## src/design/sli_pkg.sv

```systemverilog
// Package for the sorted list block: sizes, operation and status codes,
// cell command and status types. No dependencies.
package sli_pkg;

  localparam int LIST_DEPTH = 16;
  localparam int CNT_W      = $clog2(LIST_DEPTH + 1);
  localparam int IDX_W      = $clog2(LIST_DEPTH);
  localparam int VAL_W      = 32;
  localparam int FLD_W      = 5;   // width of position, removed and held
  localparam int IN_TDATA_W  = 40;
  localparam int OUT_TDATA_W = 56;

  // Operation codes on the input channel
  localparam logic [1:0] OP_INSERT = 2'd0;
  localparam logic [1:0] OP_DELETE = 2'd1;
  localparam logic [1:0] OP_LIST   = 2'd2;

  // Result status codes
  localparam logic [2:0] STAT_INSERTED = 3'd0;
  localparam logic [2:0] STAT_FULL     = 3'd1;
  localparam logic [2:0] STAT_DELETED  = 3'd2;
  localparam logic [2:0] STAT_ENTRY    = 3'd3;
  localparam logic [2:0] STAT_EMPTY    = 3'd4;

  // Cell commands
  localparam logic [1:0] CELL_HOLD = 2'd0;
  localparam logic [1:0] CELL_INS  = 2'd1;
  localparam logic [1:0] CELL_DEL  = 2'd2;
  localparam logic [1:0] CELL_ROT  = 2'd3;

  typedef struct packed {
    logic [1:0]       op;
    logic [VAL_W-1:0] opnd;
    logic [CNT_W-1:0] cnt;
  } cell_cmd_t;

  typedef struct packed {
    logic gt;      // valid and greater than the operand
    logic place;   // insert lands here
    logic chain;   // a match sits at or left of this cell
  } cell_stat_t;

endpackage

```

## src/design/sli_cell.sv

```systemverilog
// One cell of the sorted list chain: holds one entry and swaps data with
// its neighbors on insert, delete and rotate. Depends on sli_pkg.
module sli_cell (
  input  logic                          clk,
  input  sli_pkg::cell_cmd_t            cmd,
  input  logic [sli_pkg::IDX_W-1:0]     idx,
  input  logic [sli_pkg::VAL_W-1:0]     left_val,
  input  logic                          left_gt,
  input  logic                          chain_in,
  input  logic [sli_pkg::VAL_W-1:0]     right_val,
  input  logic [sli_pkg::VAL_W-1:0]     head_val,
  output logic [sli_pkg::VAL_W-1:0]     val_o,
  output sli_pkg::cell_stat_t           stat_o
);
  import sli_pkg::*;

  logic [VAL_W-1:0] val_r;
  logic [VAL_W-1:0] val_nxt;
  logic             valid;
  logic             match;
  logic             at_end;
  logic             is_tail;

  always_comb begin
    valid   = CNT_W'(idx) < cmd.cnt;
    at_end  = CNT_W'(idx) == cmd.cnt;
    is_tail = (CNT_W'(idx) + CNT_W'(1)) == cmd.cnt;
    match   = valid && (val_r == cmd.opnd);
    stat_o.gt    = valid && ($signed(val_r) > $signed(cmd.opnd));
    stat_o.chain = chain_in | match;
    stat_o.place = (stat_o.gt || at_end) && !left_gt;
  end

  always_comb begin
    val_nxt = val_r;
    case (cmd.op)
      CELL_INS: begin
        // open a gap: greater entries move one cell right
        if (left_gt) begin
          val_nxt = left_val;
        end else if (stat_o.place) begin
          val_nxt = cmd.opnd;
        end
      end
      CELL_DEL: begin
        // drop the first match, pull the rest left
        if (stat_o.chain) begin
          val_nxt = right_val;
        end
      end
      CELL_ROT: begin
        val_nxt = is_tail ? head_val : right_val;
      end
      default: begin
        val_nxt = val_r;
      end
    endcase
  end

  always_ff @(posedge clk) begin
    val_r <= val_nxt;
  end

  assign val_o = val_r;

endmodule

```

## src/design/sorted_list_insert_delete.sv

```systemverilog
// Sorted list block top level: control, output register and the cell chain.
// Depends on sli_pkg and sli_cell.
//
// Keeps up to LIST_DEPTH signed 32-bit values in ascending order.
// Input channel in_*: tdata carries operation and value. Operation insert
// places the value before the first strictly larger entry; delete removes
// every equal entry; list emits every entry in order.
// Result channel out_*: tdata carries status, item value, position, removed
// and held count; tlast marks the final result of a transaction.
// Timing: an insert result is registered and shows in the cycle after the
// input is accepted. Delete removes the matches, then loads its result; list
// loads one result per entry (a single empty result for an empty list). The cell
// chain is busy for the whole operation, so in_tready stays low until the last
// result is loaded. Operation code 3 is taken and dropped with no result. Rate is
// set by the chain: one entry is removed, or shifted out unless stalled, per cycle.
// Reset (rst_n low, synchronous) empties the list and clears out_tvalid;
// stored values need no clearing since only occupied cells are read.
// A stalled receiver (out_tready low) holds the output register and freezes
// delete completion and list rotation until the result is taken.
module sorted_list_insert_delete (
  input  logic                              clk,
  input  logic                              rst_n,
  input  logic                              in_tvalid,
  output logic                              in_tready,
  // [1:0] operation, [33:2] value, zero padding above
  input  logic [sli_pkg::IN_TDATA_W-1:0]    in_tdata,
  output logic                              out_tvalid,
  input  logic                              out_tready,
  // [2:0] status, [34:3] item_value, [39:35] position, [44:40] removed,
  // [49:45] held, zero padding above
  output logic [sli_pkg::OUT_TDATA_W-1:0]   out_tdata,
  output logic                              out_tlast
);
  import sli_pkg::*;

  localparam logic [1:0] ST_IDLE = 2'd0;
  localparam logic [1:0] ST_DEL  = 2'd1;
  localparam logic [1:0] ST_LIST = 2'd2;

  logic [1:0]       state_r, state_nxt;
  logic [CNT_W-1:0] occ_r, occ_nxt;
  logic [CNT_W-1:0] rem_r, rem_nxt;
  logic [IDX_W-1:0] lidx_r, lidx_nxt;
  logic [VAL_W-1:0] opnd_r, opnd_nxt;

  logic                   out_valid_r, out_valid_nxt;
  logic [OUT_TDATA_W-1:0] out_data_r, out_data_nxt;
  logic                   out_last_r, out_last_nxt;

  logic [1:0]       in_op;
  logic [VAL_W-1:0] in_val;
  logic             in_fire;
  logic             can_load;
  logic             full;
  logic             any_match;
  logic             list_tail;
  logic [IDX_W-1:0] slot;

  cell_cmd_t        cmd;
  logic [VAL_W-1:0] cell_val [LIST_DEPTH];
  cell_stat_t       stat     [LIST_DEPTH];

  assign in_op     = in_tdata[1:0];
  assign in_val    = in_tdata[VAL_W+1:2];
  assign can_load  = !out_valid_r || out_tready;
  assign in_tready = (state_r == ST_IDLE) && can_load;
  assign in_fire   = in_tvalid && in_tready;
  assign full      = occ_r == CNT_W'(LIST_DEPTH);
  assign any_match = stat[LIST_DEPTH-1].chain;
  assign list_tail = (CNT_W'(lidx_r) + CNT_W'(1)) == occ_r;

  // encode the one-hot insert slot
  always_comb begin
    slot = '0;
    for (int i = 0; i < LIST_DEPTH; i++) begin
      if (stat[i].place) begin
        slot = slot | IDX_W'(i);
      end
    end
  end

  function automatic logic [OUT_TDATA_W-1:0] pack_out(
    input logic [2:0]       status,
    input logic [VAL_W-1:0] value,
    input logic [FLD_W-1:0] pos,
    input logic [FLD_W-1:0] rem,
    input logic [FLD_W-1:0] held
  );
    logic [OUT_TDATA_W-1:0] d;
    d = '0;
    d[2:0]   = status;
    d[34:3]  = value;
    d[39:35] = pos;
    d[44:40] = rem;
    d[49:45] = held;
    return d;
  endfunction

  always_comb begin
    state_nxt     = state_r;
    occ_nxt       = occ_r;
    rem_nxt       = rem_r;
    lidx_nxt      = lidx_r;
    opnd_nxt      = opnd_r;
    out_valid_nxt = out_valid_r && !out_tready;
    out_data_nxt  = out_data_r;
    out_last_nxt  = out_last_r;
    cmd.op        = CELL_HOLD;
    cmd.opnd      = opnd_r;
    cmd.cnt       = occ_r;

    case (state_r)
      ST_IDLE: begin
        cmd.opnd = in_val;
        if (in_fire) begin
          case (in_op)
            OP_INSERT: begin
              out_valid_nxt = 1'b1;
              out_last_nxt  = 1'b1;
              if (full) begin
                out_data_nxt = pack_out(STAT_FULL, in_val, '0, '0, FLD_W'(occ_r));
              end else begin
                cmd.op       = CELL_INS;
                occ_nxt      = occ_r + CNT_W'(1);
                out_data_nxt = pack_out(STAT_INSERTED, in_val, FLD_W'(slot), '0,
                                        FLD_W'(occ_r + CNT_W'(1)));
              end
            end
            OP_DELETE: begin
              opnd_nxt  = in_val;
              rem_nxt   = '0;
              state_nxt = ST_DEL;
            end
            OP_LIST: begin
              if (occ_r == '0) begin
                out_valid_nxt = 1'b1;
                out_last_nxt  = 1'b1;
                out_data_nxt  = pack_out(STAT_EMPTY, in_val, '0, '0, '0);
              end else begin
                lidx_nxt  = '0;
                state_nxt = ST_LIST;
              end
            end
            default: begin
              // unused code: drop the transaction
              state_nxt = ST_IDLE;
            end
          endcase
        end
      end
      ST_DEL: begin
        if (any_match) begin
          cmd.op  = CELL_DEL;
          occ_nxt = occ_r - CNT_W'(1);
          rem_nxt = rem_r + CNT_W'(1);
        end else if (can_load) begin
          out_valid_nxt = 1'b1;
          out_last_nxt  = 1'b1;
          out_data_nxt  = pack_out(STAT_DELETED, opnd_r, '0, FLD_W'(rem_r),
                                   FLD_W'(occ_r));
          state_nxt     = ST_IDLE;
        end
      end
      ST_LIST: begin
        if (can_load) begin
          // emit the head, rotate the list one cell left
          cmd.op        = CELL_ROT;
          out_valid_nxt = 1'b1;
          out_last_nxt  = list_tail;
          out_data_nxt  = pack_out(STAT_ENTRY, cell_val[0], FLD_W'(lidx_r), '0,
                                   FLD_W'(occ_r));
          lidx_nxt      = lidx_r + IDX_W'(1);
          if (list_tail) begin
            state_nxt = ST_IDLE;
          end
        end
      end
      default: begin
        state_nxt = ST_IDLE;
      end
    endcase
  end

  always_ff @(posedge clk) begin
    if (!rst_n) begin
      state_r     <= ST_IDLE;
      occ_r       <= '0;
      rem_r       <= '0;
      lidx_r      <= '0;
      out_valid_r <= 1'b0;
    end else begin
      state_r     <= state_nxt;
      occ_r       <= occ_nxt;
      rem_r       <= rem_nxt;
      lidx_r      <= lidx_nxt;
      out_valid_r <= out_valid_nxt;
    end
  end

  always_ff @(posedge clk) begin
    opnd_r     <= opnd_nxt;
    out_data_r <= out_data_nxt;
    out_last_r <= out_last_nxt;
  end

  assign out_tvalid = out_valid_r;
  assign out_tdata  = out_data_r;
  assign out_tlast  = out_last_r;

  for (genvar g = 0; g < LIST_DEPTH; g++) begin : g_cell
    logic [VAL_W-1:0] lval;
    logic             lgt;
    logic             lchain;
    logic [VAL_W-1:0] rval;

    if (g == 0) begin : g_head
      assign lval   = '0;
      assign lgt    = 1'b0;
      assign lchain = 1'b0;
    end else begin : g_body
      assign lval   = cell_val[g-1];
      assign lgt    = stat[g-1].gt;
      assign lchain = stat[g-1].chain;
    end

    if (g == LIST_DEPTH - 1) begin : g_tail
      assign rval = cell_val[g];
    end else begin : g_next
      assign rval = cell_val[g+1];
    end

    sli_cell u_cell (
      .clk       (clk),
      .cmd       (cmd),
      .idx       (IDX_W'(g)),
      .left_val  (lval),
      .left_gt   (lgt),
      .chain_in  (lchain),
      .right_val (rval),
      .head_val  (cell_val[0]),
      .val_o     (cell_val[g]),
      .stat_o    (stat[g])
    );
  end

  a_occ_bound: assert property (@(posedge clk) disable iff (!rst_n)
    occ_r <= CNT_W'(LIST_DEPTH))
    else $error("occupancy above list depth");

  a_del_shrinks: assert property (@(posedge clk) disable iff (!rst_n)
    (state_r == ST_DEL) |=> (occ_r <= $past(occ_r)))
    else $error("delete grew the list");

  a_list_keeps: assert property (@(posedge clk) disable iff (!rst_n)
    (state_r == ST_LIST) |=> (occ_r == $past(occ_r)))
    else $error("list-out changed occupancy");

  a_ins_grows: assert property (@(posedge clk) disable iff (!rst_n)
    (in_fire && in_op == OP_INSERT && !full) |=> (occ_r == $past(occ_r) + CNT_W'(1)))
    else $error("insert did not add one entry");

  a_del_count: assert property (@(posedge clk) disable iff (!rst_n)
    (state_r == ST_DEL && any_match) |=> (rem_r == $past(rem_r) + CNT_W'(1)))
    else $error("removed count out of step");

endmodule

```

## config.mk

```make
export PLATFORM = sky130hd
export DESIGN_NAME = sorted_list_insert_delete
export DESIGN_NICKNAME = d
export VERILOG_FILES = /design/src/design/sli_pkg.sv /design/src/design/sli_cell.sv /design/src/design/sorted_list_insert_delete.sv
export SDC_FILE = /design/constraint.sdc
export NUM_CORES = 2
export LEC_CHECK = 0
export BUFFER_PORTS_ARGS = -buffer_cell sky130_fd_sc_hd__buf_4
export CORE_MARGIN = 1
export CORE_UTILIZATION = 55
export DETAILED_ROUTE_END_ITERATION = 8
export PLACE_DENSITY = 0.71
export SKIP_LAST_GASP = 1
export SLEW_MARGIN = 10
export SYNTH_ARGS = -nofsm -noshare
export SYNTH_HDL_FRONTEND = slang
export SYNTH_HIERARCHICAL = 1
export SYNTH_SLANG_ARGS = --single-unit
```

## constraint.sdc

```tcl
create_clock -name clk -period 15.56 [get_ports clk]
set_input_delay 0.778 -clock clk [delete_from_list [all_inputs] [get_ports clk]]
set_output_delay 0.778 -clock clk [all_outputs]
set_load 0.1 [all_outputs]
```

; ---- Word-level counts from Yosys, hierarchy flattened
; Cells that the tools add are included.
[totals]
latchBits = 0
reg_bits = 618
mem_bits_ro = 0
mem_bits_rw = 0
memories = 0
out_inout_bits = 59
[op_classes]
bitwise_logic = 15
order_cmp = 32
reduce_logical = 114
shift = 0
mux = 143
n_eq_ne = 89
add_sub_neg = 5
div_mod_pow = 0
mul = 0
[ops]
columns = op, n
row1 = 32-bit two-way mux, 63
row2 = 32-bit one-hot mux with 3 select lines, 15
row3 = 32-bit == test, 16
row4 = 32-bit greater-than comparator, 16
row5 = 56-bit two-way mux, 5
row6 = 56-bit one-hot mux with 3 select lines, 1
row7 = 56-bit one-hot mux with 2 select lines, 1
row8 = 32-bit one-hot mux with 2 select lines, 1
row9 = 1-bit logical AND, 50
row10 = 50-bit two-way mux, 1
row11 = 4-bit two-way mux, 12
row12 = 3-bit by 1-bit != test with 1-bit output (second input constant), 16
row13 = 3-bit AND reduction, 16
row14 = 4-bit by 5-bit == test with 1-bit output (first input constant), 8
row15 = 4-bit by 5-bit < comparator with 1-bit output (first input constant), 8
row16 = 2-bit by 1-bit != test with 1-bit output (second input constant), 20
row17 = 5-bit two-way mux, 7
row18 = 3-bit by 5-bit == test with 1-bit output (first input constant), 4
row19 = 3-bit by 5-bit < comparator with 1-bit output (first input constant), 4
row20 = 2-bit two-way mux, 10
row21 = 2-bit != test (second input constant), 10
row22 = 5-bit one-hot mux with 2 select lines, 2
row23 = 2-bit one-hot mux with 3 select lines, 3
row24 = 1-bit zero test, 17
row25 = other kinds (29), 92

; ---- Logic depth before layout (Yosys ltp)
[logic_depth]
ltp_word = 25
mapped_depth = 33
depth_no_buf = 29

; ---- Modules after synthesis
; Netlist, hierarchy kept.
[by_module_without_submodules]
columns = mod, area_per_inst_um2, cells_per_inst, n_inst
row1 = sli_cell (g_cell[0].u_cell ...), 2947.8, 327, 15
row2 = sorted_list_insert_delete, 5008.6, 440, 1
row3 = sli_cell (g_cell[9].u_cell), 2962.8, 332, 1

; ---- Worst setup path after synthesis
; Ideal clock, no wire load.
[synth_path]
path_type = register to register
from = register state_r[0]
to = register out_data_r[0] (netlist: out_tdata[0]), enable pin
arrival_time_ns = 8.924
setup_time_ns = 0.533
stages_incl_launch_ff = 31
slack_ns = 6.103
cell_sequence = dfxtp_1 -> inv_1 -> ha_1 -> buf_4 -> clkbuf_1 -> mux2_2 -> inv_1 -> ha_1 -> nand4_2 -> nor4_2 -> nor3b_2 -> nand2_1 -> o21bai_1 -> o21bai_1 -> o21bai_1 -> o21bai_1 -> o21bai_1 -> o21bai_1 -> o21bai_1 -> o21bai_1 -> o21bai_1 -> o21bai_1 -> o21bai_1 -> o21bai_1 -> o21bai_1 -> o21bai_1 -> o21bai_1 -> o21bai_1 -> o21ai_0 -> o21ai_0 -> a211oi_1
[synth_rtl]
columns = element, line_no
row1 = "start, declared", sorted_list_insert_delete.sv:40  ; logic [1:0] state_r, state_nxt;
row2 = "start signal, assigned", sorted_list_insert_delete.sv:192  ; state_r <= state_nxt;
row3 = "end signal, assigned", sorted_list_insert_delete.sv:202  ; out_data_r <= out_data_nxt;
row4 = "end, declared", sorted_list_insert_delete.sv:47  ; logic [OUT_TDATA_W-1:0] out_data_r, out_data_nxt;

==> impl_results.rst <==
.. list-table::
   :header-rows: 1

   * - Metric
     - Value
   * - Count of final setup violators
     - 0
   * - Share of layout cells above drive strength 1
     - 6.52%
   * - Maximum clock frequency
     - 102 MHz
   * - GPL Wtd Cong
     - 0.903
   * - Worst hold path class
     - in -> reg
   * - Total number of vias
     - 42600
   * - Critical Path Most Common Cell
     - o21bai_1
   * - Layout filler cell count
     - 8022
   * - FF+latch area
     - 18200 sq um
   * - Mapped Area
     - 52200 sq um
   * - Number of antenna violations at the first check in global routing
     - 6
   * - Routed WL per cell
     - 18.9 microns
   * - Average cell area after synthesis
     - 9.19 sq um
   * - Worst-path fanout max
     - 209
   * - Max Clock Skew
     - 0.0418 ns
   * - # Post-CTS Setup Buffers
     - 0
   * - Unrepaired setup endpoints after global routing
     - no
   * - Largest voltage drop on the vdd net
     - 77.7 uV
   * - Number of standard cells in the final layout excluding fillers
     - 7180
   * - Share of the clock period used by the worst path
     - 63.0%
   * - Std-Cell Core Area
     - 93600 sq um
   * - Root buffer cell
     - clkbuf_16
   * - Switching power summed over all nets
     - 2.27 mW
   * - Effective utilization at floorplan
     - 55.7%
   * - Global route total overflow
     - 0
   * - Count of unresolved DRC violations after routing
     - 0
   * - First-pass GRT wire length
     - 214 mm
   * - Cell total after placement
     - 7045
   * - Element type at the critical path end
     - flip-flop
   * - Number of port buffers
     - 89
   * - Critical Path Max Stage Delay
     - 1.01 ns
   * - Buffer depth of the longest clock path
     - 3
   * - Routed vias/inst
     - 5.94
   * - Width of the die
     - 310 microns
   * - Run status
     - finished clean
   * - ANT nets after route
     - 0
   * - Number of failing hold endpoints at the final stage
     - 0
   * - Critical path launch point
     - state_r[1]
   * - Via count of the first global-routing pass
     - 39300
   * - Measured slew at the worst slew-check pin
     - 1.14 ns
   * - Library cell contributing the largest single delay on the critical path
     - buf_4
   * - Number of cells produced by synthesis
     - 5676
   * - Total clock buffers created by CTS
     - 73
   * - Internal
     - 3.85 mW
   * - CP Data Required Time
     - 15.88 ns
   * - Syn. warnings
     - 6
   * - Clk pin slew, worst setup/hold paths
     - 0.06 ns
   * - Multi-input gate area
     - 31700 sq um
   * - Sw Ratio
     - 37.0%
   * - Headroom to the max-slew limit
     - 24.0%
   * - Number of pins with negative max-slew slack in the final report
     - 0
   * - Most common library cell in the layout ignoring fill and taps
     - a21oi_1
   * - Layout Area Growth over Synthesis
     - 9.53%
   * - Start point of the worst min-delay path
     - in_tdata[27]
   * - Clock tree from TritonCTS
     - yes
   * - Combinational cell fraction of total power
     - 35.0%
   * - Maximum number of pins on one net before global-route repair
     - 238
   * - Clock Sinks
     - 611
   * - Overall track demand over capacity in global routing
     - 28.0%
   * - Leakage component of the power
     - 26.8 nW
   * - Overall die area
     - 96100 sq um
   * - Detailed-placement wirelength estimate
     - 104 mm
   * - Detailed Route WL
     - 136 mm
   * - WS Path Type
     - reg -> reg
   * - Number of search-and-repair iterations in the first detailed-routing pass
     - 6
   * - Critical register-to-register path startpoint
     - state_r[1]
   * - Total power consumption of the routed design
     - 6.12 mW
   * - Violation count after the first detailed-routing iteration
     - 3519
   * - Clock group share of total power
     - 27.7%
   * - Number of max-cap violations
     - 0
   * - Resized cells post-CTS
     - 0
   * - Fraction of power consumed by sequential logic
     - 37.4%
   * - Cell depth of the worst flop-to-flop path
     - 32
   * - Slack of the worst reg-to-reg path
     - 5.76 ns
   * - Setup slack at placement
     - 6.04 ns
   * - Final layout net count
     - 6511
   * - Hold Buf Count CTS
     - 0
   * - Boundary Pins
     - 103
   * - Clock latency at the later pin of the worst-skew pair
     - 0.64 ns
   * - Row count
     - 112
   * - Hold Path Stages
     - 1
   * - Kind of start point of the critical path
     - flip-flop
   * - Post-route minimum period
     - 9.80 ns
   * - Final setup slack of the worst path
     - 5.76 ns
   * - Power Density
     - 107 nW/um^2
   * - Height of the chip
     - 310 microns
   * - Critical path arrival
     - 10.11 ns
   * - Number of H-tree levels
     - 3
   * - Top library cells by usage in the layout, fill and taps aside
     - a21oi_1 (770), nor2_1 (627), inv_1 (613), ha_1 (598), edfxtp_1 (594)
   * - Setup TNS Final
     - 0 ns
## metrics by stage
stage | area (sq um) | hold slack, ns | utilization [%]
floorplan | 53200 | 0.462 | -
global placement | 54900 | 0.488 | 58.6
detailed placement | 54900 | 0.494 | 58.6
CTS | 57100 | 0.306 | 61.0
global route | 57100 | 0.328 | 61.1
finish | 57100 | 0.336 | 61.1
## layer usage
| layer | GRT usage (%) | vias to the layer above | share of wire (%) |
|---|---|---|---|
| li1 | - | 21300 | - |
| met1 | 37.2 | 19900 | 45 |
| met2 | 46.1 | 1174 | 46 |
| met3 | 2.94 | 257 | 5.3 |
| met4 | 12.1 | 0 | 4.1 |
| met5 | 0 | - | 0 |
## critical path: cells and delay by family, from the launching register on
kind	cells	cell delay, ns
multiplexers	1	0.62
adder cells (fa/ha/maj)	2	0.52
buffers and inverters	6	3.17
flip-flops	1	0.35
AO/OA/AOI/OAI	18	3.38
AND/OR/NAND/NOR	5	1.12
## final timing paths
check                                    to
setup / recovery  g_cell[2].u_cell/val_o[6]
hold / removal                   opnd_r[25]
setup reg to reg  g_cell[2].u_cell/val_o[6]
hold reg to reg                  state_r[0]
## layout make-up
cell class | instances | area share (%)
clock inverter | 31 | 0.462
timing repair buffer | 142 | 1.93
tap | 1254 | 2.75
clock buffer | 99 | 3.53
inverter | 615 | 4.04
sequential | 611 | 31.8
antenna | 5 | 0.0219
multi-input combinational | 4423 | 55.5
## flip-flops by register name, summed over array words and instances (netlist names)
name                 count
state_r                  2
g_cell.u_cell/val_o    512
lidx_r                   4
occ_r                    5
opnd_r                  32
rem_r                    5
out_tvalid               1
out_tdata               49
out_tlast                1
## power by group through the flow
| stage | logic, mW | clock network [mW] | registers [mW] |
|---|---|---|---|
| 6_report | 2.14 | 1.69 | 2.29 |
| 3_5_place_dp | 2.10 | 0 | 2.31 |
| 5_1_grt | 2.39 | 1.78 | 2.31 |
| 4_1_cts | 2.11 | 1.72 | 2.28 |
| 3_3_place_gp | 2.03 | 0 | 2.30 |
| 2_1_floorplan | 1.52 | 0 | 2.40 |
No activity file was read; power rests on OpenSTA's default activity.
